==> config.mk <==
export PLATFORM = sky130hd
export DESIGN_NAME = sjpc_front
export DESIGN_NICKNAME = d
export VERILOG_FILES = /design/src/hdl/sjpc_pkg.sv /design/src/hdl/sjpc_front.sv
export SDC_FILE = /design/constraint.sdc
export NUM_CORES = 1
export LEC_CHECK = 0
export BUFFER_PORTS_ARGS = -buffer_cell sky130_fd_sc_hd__buf_2
export CORE_UTILIZATION = 49
export CTS_BUF_LIST = sky130_fd_sc_hd__clkbuf_4
export DETAILED_ROUTE_END_ITERATION = 10
export HOLD_SLACK_MARGIN = 0.03
export PLACE_DENSITY = 0.73
export SYNTH_ARGS = -nofsm -noshare
export SYNTH_HDL_FRONTEND = slang
export SYNTH_SLANG_ARGS = --single-unit
==> constraint.sdc <==
create_clock -name clk -period 14.3 [get_ports clk]
set_clock_uncertainty 0.05 [all_clocks]
set_input_delay 2.86 -clock clk [delete_from_list [all_inputs] [get_ports clk]]
set_output_delay 2.86 -clock clk [all_outputs]
set_load 0.005 [all_outputs]
==> src/hdl/sjpc_pkg.sv <==
// Types and constants of the stepper joint position controller.
package sjpc_pkg;

  // Input kinds.
  localparam logic [1:0] KIND_SEED   = 2'd0;
  localparam logic [1:0] KIND_TICK   = 2'd1;
  localparam logic [1:0] KIND_TARGET = 2'd2;
  localparam logic [1:0] KIND_STEP   = 2'd3;

  // Joint modes.
  localparam logic [1:0] MODE_INITED  = 2'd0;
  localparam logic [1:0] MODE_MOVING  = 2'd1;
  localparam logic [1:0] MODE_HOLDING = 2'd2;

  // What the control-law stages do with an item.
  localparam logic [1:0] EV_NONE   = 2'd0;
  localparam logic [1:0] EV_SEED   = 2'd1;
  localparam logic [1:0] EV_TICK   = 2'd2;
  localparam logic [1:0] EV_TARGET = 2'd3;

  // Configuration register indexes.
  localparam logic [2:0] REG_GAIN_P    = 3'd0;
  localparam logic [2:0] REG_GAIN_I    = 3'd1;
  localparam logic [2:0] REG_GAIN_D    = 3'd2;
  localparam logic [2:0] REG_BACKLASH  = 3'd3;
  localparam logic [2:0] REG_SETTLE    = 3'd4;
  localparam logic [2:0] REG_INVERT    = 3'd5;

  localparam logic [3:0] PHASE_START = 4'hC;

  typedef struct packed {
    logic [30:0] gain_p;
    logic [30:0] gain_i;
    logic [30:0] gain_d;
    logic [13:0] backlash_counts;
    logic [15:0] settle_threshold;
    logic        invert_direction;
  } cfg_t;

  // Item handed from the state stage to the control-law stages.
  typedef struct packed {
    logic [1:0]         ev;
    logic [3:0]         phase;
    logic [31:0]        position;
    logic signed [31:0] err;
    logic signed [32:0] diff;
  } law_req_t;

  // Result item, laid out exactly as the output tdata.
  typedef struct packed {
    logic        pad;
    logic [1:0]  joint_state;
    logic [31:0] position;
    logic        step_direction;
    logic [15:0] step_count;
    logic [3:0]  phase_pattern;
  } out_item_t;

endpackage

==> src/hdl/sjpc_front.sv <==
// Input register and joint state update: angle tracking, phases, target and error.
module sjpc_front (
  input  logic              clk,
  input  logic              rst_n,
  input  logic              en,
  input  logic              in_valid,
  input  logic [1:0]        in_kind,
  input  logic [47:0]       in_data,
  input  sjpc_pkg::cfg_t    cfg,
  output logic              req_valid,
  output sjpc_pkg::law_req_t req
);
  import sjpc_pkg::*;

  localparam logic signed [14:0] UNWRAP_LIMIT = 15'sd13653;
  localparam logic signed [15:0] TURN_COUNTS  = 16'sd16384;

  function automatic logic [3:0] rotate_phase(input logic [3:0] p);
    rotate_phase = {p[0], p[3:1]};
  endfunction

  function automatic logic [3:0] reverse4(input logic [3:0] p);
    reverse4 = {p[0], p[1], p[2], p[3]};
  endfunction

  // Input register.
  logic               in_v_r;
  logic [1:0]         kind_r;
  logic [13:0]        angle_r;
  logic signed [31:0] tval_r;
  logic               cw_r;
  logic               halt_r;

  // Joint state.
  logic [3:0]         cw_phase_r, cw_phase_nxt;
  logic [3:0]         ccw_phase_r, ccw_phase_nxt;
  logic [3:0]         coil_r, coil_nxt;
  logic [13:0]        last_angle_r, last_angle_nxt;
  logic signed [31:0] pos_r, pos_nxt;
  logic signed [31:0] tgt_pos_r, tgt_pos_nxt;
  logic signed [31:0] prev_err_r, prev_err_nxt;
  logic               turn_up_r, turn_up_nxt;

  logic               req_v_r;
  law_req_t           req_r, req_nxt;

  logic signed [14:0] d_raw;
  logic signed [15:0] d_step;
  logic signed [31:0] pos_tick, pos_step;
  logic signed [32:0] err_wide;
  logic signed [31:0] err;
  logic signed [32:0] bl_up, bl_dn;
  logic               add_rule;
  logic               upd;

  assign upd = en & in_v_r;

  always_comb begin
    d_raw    = $signed({1'b0, angle_r}) - $signed({1'b0, last_angle_r});
    pos_tick = pos_r + {{17{d_raw[14]}}, d_raw};

    // Error against the position after this tick, held to 32 signed bits.
    err_wide = {tgt_pos_r[31], tgt_pos_r} - {pos_tick[31], pos_tick};
    if (err_wide[32] != err_wide[31]) begin
      err = err_wide[32] ? 32'sh8000_0000 : 32'sh7FFF_FFFF;
    end else begin
      err = err_wide[31:0];
    end

    // The unwrap seam sits at 300 of 360 degrees in the turning sense.
    add_rule = cw_r ^ cfg.invert_direction;
    d_step   = {d_raw[14], d_raw};
    if (add_rule && (d_raw < -UNWRAP_LIMIT)) begin
      d_step = d_step + TURN_COUNTS;
    end else if (!add_rule && (d_raw > UNWRAP_LIMIT)) begin
      d_step = d_step - TURN_COUNTS;
    end
    pos_step = pos_r + {{16{d_step[15]}}, d_step};

    bl_up = {tval_r[31], tval_r} + {19'd0, cfg.backlash_counts};
    bl_dn = {tval_r[31], tval_r} - {19'd0, cfg.backlash_counts};
  end

  always_comb begin
    cw_phase_nxt   = cw_phase_r;
    ccw_phase_nxt  = ccw_phase_r;
    coil_nxt       = coil_r;
    last_angle_nxt = last_angle_r;
    pos_nxt        = pos_r;
    tgt_pos_nxt    = tgt_pos_r;
    prev_err_nxt   = prev_err_r;
    turn_up_nxt    = turn_up_r;
    req_nxt.ev     = EV_NONE;
    req_nxt.err    = err;
    req_nxt.diff   = {err[31], err} - {prev_err_r[31], prev_err_r};

    unique case (kind_r)
      KIND_SEED: begin
        last_angle_nxt = angle_r;
        req_nxt.ev     = EV_SEED;
      end
      KIND_TICK: begin
        last_angle_nxt = angle_r;
        pos_nxt        = pos_tick;
        if (!halt_r) begin
          prev_err_nxt = err;
          req_nxt.ev   = EV_TICK;
        end
      end
      KIND_TARGET: begin
        tgt_pos_nxt = tval_r;
        req_nxt.ev  = EV_TARGET;
        if (tval_r > pos_r) begin
          turn_up_nxt = 1'b1;
          if (!turn_up_r) begin
            tgt_pos_nxt = (bl_up[32] != bl_up[31]) ? 32'sh7FFF_FFFF : bl_up[31:0];
          end
        end else if (tval_r < pos_r) begin
          turn_up_nxt = 1'b0;
          if (turn_up_r) begin
            tgt_pos_nxt = (bl_dn[32] != bl_dn[31]) ? 32'sh8000_0000 : bl_dn[31:0];
          end
        end
      end
      KIND_STEP: begin
        if (!halt_r) begin
          if (cw_r) begin
            coil_nxt     = cw_phase_r;
            cw_phase_nxt = rotate_phase(cw_phase_r);
          end else begin
            coil_nxt      = reverse4(ccw_phase_r);
            ccw_phase_nxt = rotate_phase(ccw_phase_r);
          end
          pos_nxt        = pos_step;
          last_angle_nxt = angle_r;
        end
      end
      default: begin
        req_nxt.ev = EV_NONE;
      end
    endcase

    req_nxt.phase    = coil_nxt;
    req_nxt.position = pos_nxt;
  end

  always_ff @(posedge clk) begin
    if (!rst_n) begin
      in_v_r       <= 1'b0;
      req_v_r      <= 1'b0;
      cw_phase_r   <= PHASE_START;
      ccw_phase_r  <= PHASE_START;
      coil_r       <= 4'h0;
      last_angle_r <= '0;
      pos_r        <= '0;
      tgt_pos_r    <= '0;
      prev_err_r   <= '0;
      turn_up_r    <= 1'b1;
    end else begin
      if (en) begin
        in_v_r  <= in_valid;
        req_v_r <= in_v_r;
      end
      if (upd) begin
        cw_phase_r   <= cw_phase_nxt;
        ccw_phase_r  <= ccw_phase_nxt;
        coil_r       <= coil_nxt;
        last_angle_r <= last_angle_nxt;
        pos_r        <= pos_nxt;
        tgt_pos_r    <= tgt_pos_nxt;
        prev_err_r   <= prev_err_nxt;
        turn_up_r    <= turn_up_nxt;
      end
    end
  end

  always_ff @(posedge clk) begin
    if (en) begin
      kind_r  <= in_kind;
      angle_r <= in_data[13:0];
      tval_r  <= in_data[45:14];
      cw_r    <= in_data[46];
      halt_r  <= in_data[47];
      req_r   <= req_nxt;
    end
  end

  assign req_valid = req_v_r;
  assign req       = req_r;

endmodule

==> results of run 1 <==
[through the flow]
stage / instances / worst slack [ps] / total power, mW / hold slack [ps]
floorplan: 2235 / 4260 / 1.66 / 386
detailed placement: 2862 / 2830 / 1.94 / 396
global placement: 2862 / 2990 / 1.92 / 391
global route: 2998 / 1990 / 2.82 / 420
CTS: 2997 / 2820 / 2.66 / 405
finish: 2999 / 2750 / 2.65 / 403
[critical path, delay by kind of cell, from the launching register on]
family	cells	cell delay, ps
AO/OA/AOI/OAI	24	5170
adder cells (fa/ha/maj)	9	2920
AND/OR/NAND/NOR	11	2310
XOR/XNOR	1	420
flip-flops	1	380
buffers and inverters	3	180
[power groups by stage]
stage | logic (mW) | clock network, mW | registers (mW)
finish | 0.934 | 0.711 | 1.00
global route | 1.03 | 0.773 | 1.01
CTS | 0.926 | 0.732 | 1.01
detailed placement | 0.920 | 0 | 1.02
global placement | 0.901 | 0 | 1.02
floorplan | 0.649 | 0 | 1.02
[sequential cells by signal, summed over array words and instances, names as in the netlist]
| register | count |
|---|---|
| angle_r | 14 |
| in_v_r | 1 |
| cw_r | 1 |
| cw_phase_r | 4 |
| turn_up_r | 1 |
| tval_r | 32 |
| req_valid | 1 |
| req | 103 |
| coil_r | 4 |
| prev_err_r | 32 |
| ccw_phase_r | 4 |
| last_angle_r | 14 |
| kind_r | 2 |
| halt_r | 1 |
| tgt_pos_r | 32 |
| pos_r | 32 |
[Yosys cell counts, types with 7 or more instances]
master | number | share of area [%]
nand2_1 | 211 | 4.0
a21oi_1 | 206 | 5.2
ha_1 | 180 | 11
inv_1 | 159 | 3.0
edfxtp_1 | 153 | 23
nor2_1 | 142 | 2.7
dfxtp_1 | 125 | 13
o21ai_0 | 121 | 3.1
xnor2_1 | 96 | 4.3
clkbuf_1 | 76 | 1.4
a21o_1 | 64 | 2.4
nand3_1 | 53 | 1.3
nor3_1 | 50 | 1.3
xor2_1 | 50 | 2.2
o21a_1 | 32 | 1.2
o21bai_1 | 31 | 1.2
a211oi_1 | 30 | 1.1
nand2b_1 | 28 | 0.89
nor2b_1 | 28 | 0.89
a31oi_1 | 22 | 0.70
nand4_1 | 22 | 0.70
and3_1 | 19 | 0.60
o2bb2ai_1 | 19 | 0.84
and2_1 | 18 | 0.57
or3_1 | 18 | 0.57
nor4_1 | 17 | 0.54
o211ai_1 | 17 | 0.65
o22ai_1 | 17 | 0.54
a21oi_2 | 13 | 0.58
o31ai_1 | 13 | 0.49
a221oi_1 | 12 | 0.53
a21boi_0 | 11 | 0.42
mux2i_1 | 10 | 0.51
a22oi_1 | 8 | 0.30
maj3_1 | 8 | 0.41
buf_1 | 7 | 0.13
or2_2 | 7 | 0.22
or4_1 | 7 | 0.27
[layer usage]
layer	wire length, um	global-route usage (%)
met1	24000	33.6
met2	25200	43.9
met3	3290	4.06
met4	1040	9.24
met5	0	0
[area by class of cell]
class | count | area [um^2]
fill | 3631 | 17700
multi-input combinational | 1705 | 11700
sequential | 278 | 7100
timing repair buffer | 192 | 1020
clock buffer | 105 | 788
tap | 525 | 657
inverter | 162 | 608
clock inverter | 30 | 173
antenna | 2 | 5.00
[worst paths after layout]
| path | to | start | slack (ps) | cells past startpoint |
|---|---|---|---|---|
| setup / recovery | req[32]$_DFFE_PP_ | angle_r[0]$_DFFE_PP_ | 2750 | 48 |
| hold / removal | last_angle_r[9]$_SDFFE_PN0P_ | last_angle_r[9]$_SDFFE_PN0P_ | 400 | 2 |
| setup reg to reg | req[32]$_DFFE_PP_ | angle_r[0]$_DFFE_PP_ | 2750 | 48 |
| hold reg to reg | last_angle_r[9]$_SDFFE_PN0P_ | last_angle_r[9]$_SDFFE_PN0P_ | 400 | 2 |
[cells by family (layout without fill, tap and decap cells)]
logic type      Yosys count  after routing  synth area share, %
compound gates          708            708                 23.8
xor+xnor                149            149                 6.75
fa+ha+maj               196            196                 12.5
buf+inv                 252            489                 4.93
flops                   278            278                 35.9
mux                      14             14                0.735
other cells               0              2                    0
simple gates            638            638                 15.3
==> out/metrics.cfg, run 1 <==
[yosys]
syn_nets = 2599
ys_ff_latch = 278
synth_ff_type = edfxtp_1
synthCells = 2235
yosysSeqAreaShare_pct = 35.9
synth_edf_count = 153
synth_area_um2 = 19800
ys_types = 92
yosysWarnings = 0
async_flop_share_pct = 0
syn_area_per_cell_um2 = 8.84

[cells_and_area]
syn_to_final_growth_pct = 11.6
mostFrequentLayoutCells = 211 x nand2_1, 205 x a21oi_1, 180 x ha_1
layout_commonest_cell = nand2_1
stdcell_area_um2 = 22000
nets = 2777
post-route-util_pct = 55.5
layout-drive-gt1-share_pct = 14.6

[clock_network]
numCtsBuffers = 74
clk_pin_slew_ps = 70
cts_tree = yes
cts_hold_buf = 0
worstSkewPairLatency_ps = 780
clkSinkCount = 278
root_buffer = clkbuf_4
cts.path.max_buffers = 3
cts_resized = 0
post_cts_buffers = 0
h-tree-depth = 3

[placed_design]
finalWeightedCongestion = 0.903
port_buffers = 172
dp_hpwl_mm = 41.2
placed_cell_area_um2 = 21100

[setup_path]
slowest_delay_ps = 600
end_kind = flip-flop
worst_setup_path_start_kind = flip-flop
arrival_ps = 12150
cp_slowest_cell = or4_1
path_class = reg2reg
crit_path_frequent_cell = a21oi_1
worstPathRequired_ps = 14890
cp_max_fo = 12

[power]
sequentialPowerShare_pct = 37.9
p_sw_mw = 0.932
p_comb_share_pct = 35.2
ir_worst_vdd_mv = 0.0746
power_density_nw_per_um2 = 120
sw_frac_of_total_pct = 35.2
power_frac_clock_pct = 26.8
power.internal_mw = 1.72
leakagePower_nw = 8.96

[global_route]
grt_start_max_net_pins = 93
grt_usage_pct = 26.0
first_global_vias = 16700
grt-ovfl-total = 0
antenna_found_initial = 1
grt_first_pass_wirelength_mm = 84.8

[sta]
slew_headroom_pct = 18.7
fmax_mhz = 86.6
fin_crit_ps = 11550
period_share_pct = 80.8
tightest_slew_ps = 1210
finalSetupViolCount = 0
hold_viol = 0
slew_violations = 0
rsz0062_at_grt = no
setup_tns_ps = 0

[drt]
drtIter0Drc = 1118
drc_errors = 0
detail-route-antenna-nets = 0
drt-total-wl_mm = 53.5
wl_per_cell_um = 17.8
drtPass1Iterations = 7
num_vias = 17100
viasPerCell = 5.70

[die]
dieArea_um2 = 41100
start_util_pct = 49.7
die_x_um = 203
fp.dieH_um = 203
core_area_um2 = 39700
num_io_pins = 282
fp-row-count = 73

[outcome]
status = finished clean

[flow_run]
drv_cap = 0

[worst_hold_path]
min_path_type = reg2reg

Note: power is estimated with default switching activity, not from simulation.
==> inputs of run 2 (changes only) <==
--- a/config.mk
+++ b/config.mk
@@ -5,12 +5,13 @@
 export SDC_FILE = /design/constraint.sdc
 export NUM_CORES = 1
 export LEC_CHECK = 0
+export ABC_AREA = 1
 export BUFFER_PORTS_ARGS = -buffer_cell sky130_fd_sc_hd__buf_2
 export CORE_UTILIZATION = 49
 export CTS_BUF_LIST = sky130_fd_sc_hd__clkbuf_4
 export DETAILED_ROUTE_END_ITERATION = 10
 export HOLD_SLACK_MARGIN = 0.03
-export PLACE_DENSITY = 0.73
+export PLACE_DENSITY = 0.72
 export SYNTH_ARGS = -nofsm -noshare
 export SYNTH_HDL_FRONTEND = slang
 export SYNTH_SLANG_ARGS = --single-unit
==> constraint.sdc (replaced) <==
create_clock -name clk -period 11.7 [get_ports clk]
set_clock_uncertainty 0.05 [all_clocks]
set_input_delay 2.34 -clock clk [delete_from_list [all_inputs] [get_ports clk]]
set_output_delay 2.34 -clock clk [all_outputs]
set_load 0.005 [all_outputs]
==> run 2 against run 1 <==
Against the previous run:
- total power rose by 60%
- sequential cell count did not move
- wire length rose by 23%
- fmax rose by 22%
- largest cell class unchanged
- core utilization rose by 0.10 points
- critical path depth fell by 4
==> out/metrics.cfg, run 2 <==
[outcome]
status = finished clean

[die]
core_area_um2 = 43600
fp-row-count = 76
fp.dieH_um = 213
die_x_um = 213
start_util_pct = 50.1
dieArea_um2 = 45400
num_io_pins = 282

[yosys]
syn_area_per_cell_um2 = 7.10
synth_commonest_cells = 660 x nand2_1, 481 x inv_1, 292 x a21oi_1
synth.most_common_cell = nand2_1
synth_top_area_share_pct = 21.0
synth_area_um2 = 21800
syn_nets = 3439
synth_top_family_by_area = simple AND/OR/NAND/NOR gates
synth_edf_count = 153
synthCells = 3075
synthXorXnorAreaFrac_pct = 4.57
async_flop_share_pct = 0
synth_ff_type = edfxtp_1
synthSimpleGateAreaFrac_pct = 24.3
synth-compound-area-share_pct = 17.5
yosysSeqAreaShare_pct = 32.5
synth_top_area_cell = edfxtp_1
synth_fa_ha_area_share_pct = 10.9
yosysWarnings = 0
synth.area.top_cells = edfxtp_1 21%, dfxtp_1 11%, nand2_1 11%
synth.mux.area_fraction_pct = 0
ys_types = 55
ys_ff_latch = 278

[clock_network]
cts_resized = 0
h-tree-depth = 3
root_buffer = clkbuf_4
worstSkewPairLatency_ps = 840
cts.path.max_buffers = 3
clk_pin_slew_ps = 60
numCtsBuffers = 80
cts_hold_buf = 0
post_cts_buffers = 0
cts_tree = yes
clkSinkCount = 278

[power]
leakagePower_nw = 11.7
ir_worst_vdd_mv = 0.0975
power_density_nw_per_um2 = 175
total_power_mw = 4.24

[global_route]
antenna_found_initial = 1
grt-ovfl-total = 0
grt_start_max_net_pins = 91
grt_usage_pct = 29.6
grt_first_pass_wirelength_mm = 104
first_global_vias = 20000

[cells_and_area]
fillers = 4369
nets = 3618
layout_commonest_cell = nand2_1
layout-drive-gt1-share_pct = 13.2
stdcell_area_um2 = 24200
mostFrequentLayoutCells = 660 x nand2_1, 481 x inv_1, 292 x a21oi_1
instances_no_fill = 3902
syn_to_final_growth_pct = 10.9
largest_reg_flops = 103

[drt]
drtIter0Drc = 1884
num_vias = 21100
wl_per_cell_um = 16.9
drt-total-wl_mm = 66.0
drtPass1Iterations = 6
drc_errors = 0
viasPerCell = 5.40
detail-route-antenna-nets = 0

[sta]
finalSetupViolCount = 0
slew_violations = 0
fin_crit_ps = 9500
fin_ws_ps = 2200
period_share_pct = 81.2
fmax_mhz = 105
rsz0062_at_grt = no
hold_viol = 0
tightest_slew_ps = 995
slew_headroom_pct = 33.7
setup_tns_ps = 0

[setup_path]
arrival_ps = 9960
end_kind = flip-flop
cp_max_fo = 31
reg2reg_slack_ps = 2200
slowest_delay_ps = 780
regToRegStartpoint = angle_r[0]$_DFFE_PP_
ff2ff_path_depth = 44
crit_start = angle_r[0]$_DFFE_PP_
cp_slowest_cell = and2_1
crit_path_end = req[28]$_DFFE_PP_
worstPathRequired_ps = 12160
worst_setup_path_start_kind = flip-flop
r2r_end = req[28]$_DFFE_PP_
path_class = reg2reg
crit_path_frequent_cell = nand2_1

[flow_run]
drv_cap = 0

[placed_design]
port_buffers = 172
dp_worst_setup_slack_ps = 2300
placed_cell_area_um2 = 23200
dp_hpwl_mm = 52.4
finalWeightedCongestion = 0.985
place_inst = 3757

[worst_hold_path]
holdPathStages = 2
min_path_type = reg2reg

-- run 2: worst min-delay path by stage --
| stage | startpoint | end |
|---|---|---|
| floorplan | last_angle_r[0]$_SDFFE_PN0P_ | last_angle_r[0]$_SDFFE_PN0P_ |
| global placement | last_angle_r[0]$_SDFFE_PN0P_ | last_angle_r[0]$_SDFFE_PN0P_ |
| detailed placement | last_angle_r[0]$_SDFFE_PN0P_ | last_angle_r[0]$_SDFFE_PN0P_ |
| CTS | last_angle_r[0]$_SDFFE_PN0P_ | last_angle_r[0]$_SDFFE_PN0P_ |
| global route | last_angle_r[8]$_SDFFE_PN0P_ | last_angle_r[8]$_SDFFE_PN0P_ |
| finish | last_angle_r[0]$_SDFFE_PN0P_ | last_angle_r[0]$_SDFFE_PN0P_ |
-- run 2: final cells by class --
class | count | area [um^2] | share of cell area, %
multi-input cells | 2212 | 12500 | 51.7
flip-flops and latches | 278 | 7100 | 29.3
inverters | 496 | 1860 | 7.69
repair buffers | 186 | 972 | 4.01
clock buffers | 122 | 916 | 3.78
well taps | 585 | 732 | 3.02
clock inverters | 22 | 124 | 0.512
diodes | 1 | 2.50 | 0.0103
-- run 2: logic make-up (layout without fill, tap and decap cells) --
kind of cell,after synthesis,after routing
xor+xnor,114,114
simple gates,1222,1222
compound gates,690,690
buf+inv,585,826
fa+ha+maj,186,186
other cells,0,1
flops,278,278
-- run 2: layer usage --
layer  vias to the layer above  share of wire (%)  track usage, %
li1                      10600                  -               -
met1                      9623                 44            38.5
met2                       703                 46            48.4
met3                       135                5.9            4.06
met4                         0                4.0            13.9
met5                         -                  0               0
-- run 2: critical path: cells and delay by family, from the launching register on --
family / cells / cell delay (ps)
simple gates: 16 / 2980
flops: 1 / 370
compound gates: 13 / 3100
fa+ha+maj: 6 / 1950
xor+xnor: 1 / 150
buf+inv: 8 / 550
-- run 2: report_power, final --
part	internal (mW)	switching, mW	leakage [nW]
Clock	0.497	0.438	0.627
Sequential	1.26	0.0679	2.52
Combinational	0.686	1.29	8.56
-- run 2: stage by stage --
stage,utilization (%),hold WS (ps)
2_1_floorplan,-,377
3_3_place_gp,53.2,386
3_5_place_dp,53.2,396
4_1_cts,55.6,405
5_1_grt,55.6,435
6_report,55.6,403
==> inputs of run 3 (changes only) <==
--- a/config.mk
+++ b/config.mk
@@ -11,7 +11,7 @@
 export CTS_BUF_LIST = sky130_fd_sc_hd__clkbuf_4
 export DETAILED_ROUTE_END_ITERATION = 10
 export HOLD_SLACK_MARGIN = 0.03
-export PLACE_DENSITY = 0.72
+export PLACE_DENSITY = 0.75
 export SYNTH_ARGS = -nofsm -noshare
 export SYNTH_HDL_FRONTEND = slang
 export SYNTH_SLANG_ARGS = --single-unit
==> constraint.sdc (replaced) <==
create_clock -name clk -period 8.52 [get_ports clk]
set_clock_uncertainty 0.05 [all_clocks]
set_input_delay 1.704 -clock clk [delete_from_list [all_inputs] [get_ports clk]]
set_output_delay 1.704 -clock clk [all_outputs]
set_load 0.005 [all_outputs]
==> run 3 against run 2 <==
Against the previous run:
- clock power grew 33%
- highest routed layer unchanged
- via count is 1.1% lower
- final area is 0.47% higher
- register-to-register slack lost 1500 ps
- total power rose by 37%
- largest power group unchanged
- core utilization is 0.26 points higher
- critical endpoint is now req[26]$_DFFE_PP_
- count of clock-buffer cells in the layout fell by 6
==> out/metrics.cfg, run 3 (same netlist as run 2, synthesis figures left out) <==
[drt]
num_vias = 20800
drt-total-wl_mm = 60.7
drtPass1Iterations = 7
wl_per_cell_um = 15.5
viasPerCell = 5.33
drtIter0Drc = 1515
detail-route-antenna-nets = 0
drc_errors = 0

[die]
core_area_um2 = 43600
fp-row-count = 76
start_util_pct = 50.1
num_io_pins = 282
fp.dieH_um = 213
die_x_um = 213
dieArea_um2 = 45400

[cells_and_area]
instances_no_fill = 3910
largest_reg_flops = 103
nets = 3628
layout_commonest_cell = nand2_1
post-route-util_pct = 55.9
mostFrequentLayoutCells = 659 x nand2_1, 481 x inv_1, 287 x a21oi_1
syn_to_final_growth_pct = 11.4
layout-drive-gt1-share_pct = 13.7
fillers = 4336

[sta]
setup_tns_ps = 0
slew_violations = 0
fin_crit_ps = 7820
timing.hold.ws_ps = 407
slew_headroom_pct = 20.4
fmax_mhz = 128
finalSetupViolCount = 0
period_share_pct = 91.7
tightest_slew_ps = 1190
hold_viol = 0
rsz0062_at_grt = no

[worst_hold_path]
min_path_type = reg2reg

[setup_path]
cp_top_family = simple AND/OR/NAND/NOR gates
cp.buffers_inverters = 6
crit_path_frequent_cell = nand2_1
end_kind = flip-flop
cp_slowest_cell = ha_1
cp_max_fo = 6
worstPathRequired_ps = 8990
path_class = reg2reg
arrival_ps = 8290
slowest_delay_ps = 500
reg2reg_slack_ps = 700
worst_setup_path_start_kind = flip-flop

[clock_network]
clkSinkCount = 278
cts_hold_buf = 0
worstSkewPairLatency_ps = 830
root_buffer = clkbuf_4
h-tree-depth = 3
clk_pin_slew_ps = 80
numCtsBuffers = 77
cts.path.max_buffers = 3
cts_tree = yes

[global_route]
first_global_vias = 19100
top_usage_layer = met2
grt_start_max_net_pins = 90
grt_use_met3_pct = 5.82
grt_first_pass_wirelength_mm = 95.9
grt_use_met2_pct = 42.8
grt-ovfl-total = 0
use_met1_pct = 34.6
grt_usage_pct = 27.0
antenna_found_initial = 2

[placed_design]
dp_hpwl_mm = 46.9
place_inst = 3765
port_buffers = 172
finalWeightedCongestion = 0.998

[outcome]
status = finished clean

[power]
power_density_nw_per_um2 = 238
leakagePower_nw = 11.8
ir_worst_vdd_mv = 0.188

[flow_run]
drv_cap = 0

==> run 3: changes by cell type in the layout (fill, tap and decap cells not counted), moves of 3 or more <==
cell and change:
a21oi_1 -5, a21oi_2 +4, buf_4 +13, clkbuf_4 -6
clkinv_1 +3, clkinv_2 -3
==> run 3: cell type report <==
class                           instances  area (um^2)  area share (%)
Timing Repair Buffer                  199         1070            4.40
Tap cell                              585          732            3.01
Antenna cell                            1         2.50          0.0103
Inverter                              496         1860            7.65
Clock buffer                          116          871            3.58
Multi-Input combinational cell       2212        12600            51.7
Sequential cell                       278         7100            29.2
Clock inverter                         23          119           0.489
==> run 3: where the power goes <==
part / switching [mW] / internal, mW
Combinational: 1.73 / 0.988
Clock: 0.589 / 0.651
Sequential: 0.0984 / 1.73
==> run 3: per-layer routing <==
| metal | up-vias | part of all wire (%) |
|---|---|---|
| met5 | - | 0 |
| met4 | 0 | 4.3 |
| met3 | 169 | 7.6 |
| met2 | 728 | 45 |
| met1 | 9311 | 43 |
| li1 | 10600 | - |
==> run 3: metrics by stage <==
step	worst slack (ps)	instance area, um^2	power, mW
finish	703	24300	5.79
floorplan	1040	21800	3.74
global placement	266	23200	4.46
global route	5.89	24300	6.27
CTS	92.4	24200	5.77
detailed placement	134	23200	4.50
==> run 3: final timing paths <==
kind,to,from,depth (start not counted)
max,req[26]$_DFFE_PP_,angle_r[0]$_DFFE_PP_,47
max reg2reg,req[26]$_DFFE_PP_,angle_r[0]$_DFFE_PP_,47
min,last_angle_r[0]$_SDFFE_PN0P_,last_angle_r[0]$_SDFFE_PN0P_,2
min reg2reg,last_angle_r[0]$_SDFFE_PN0P_,last_angle_r[0]$_SDFFE_PN0P_,2
==> run 3: worst min-delay path: stages, from the launching register on <==
cell and delay [ps]:
dfxtp_1 310, inv_1 50, a21oi_1 50
==> run 3: repair_timing <==
item	CTS	global route
setup buffers	0	5
endpoints found under the hold margin	0	0
setup endpoints to repair	0	13
resized for setup	0	18
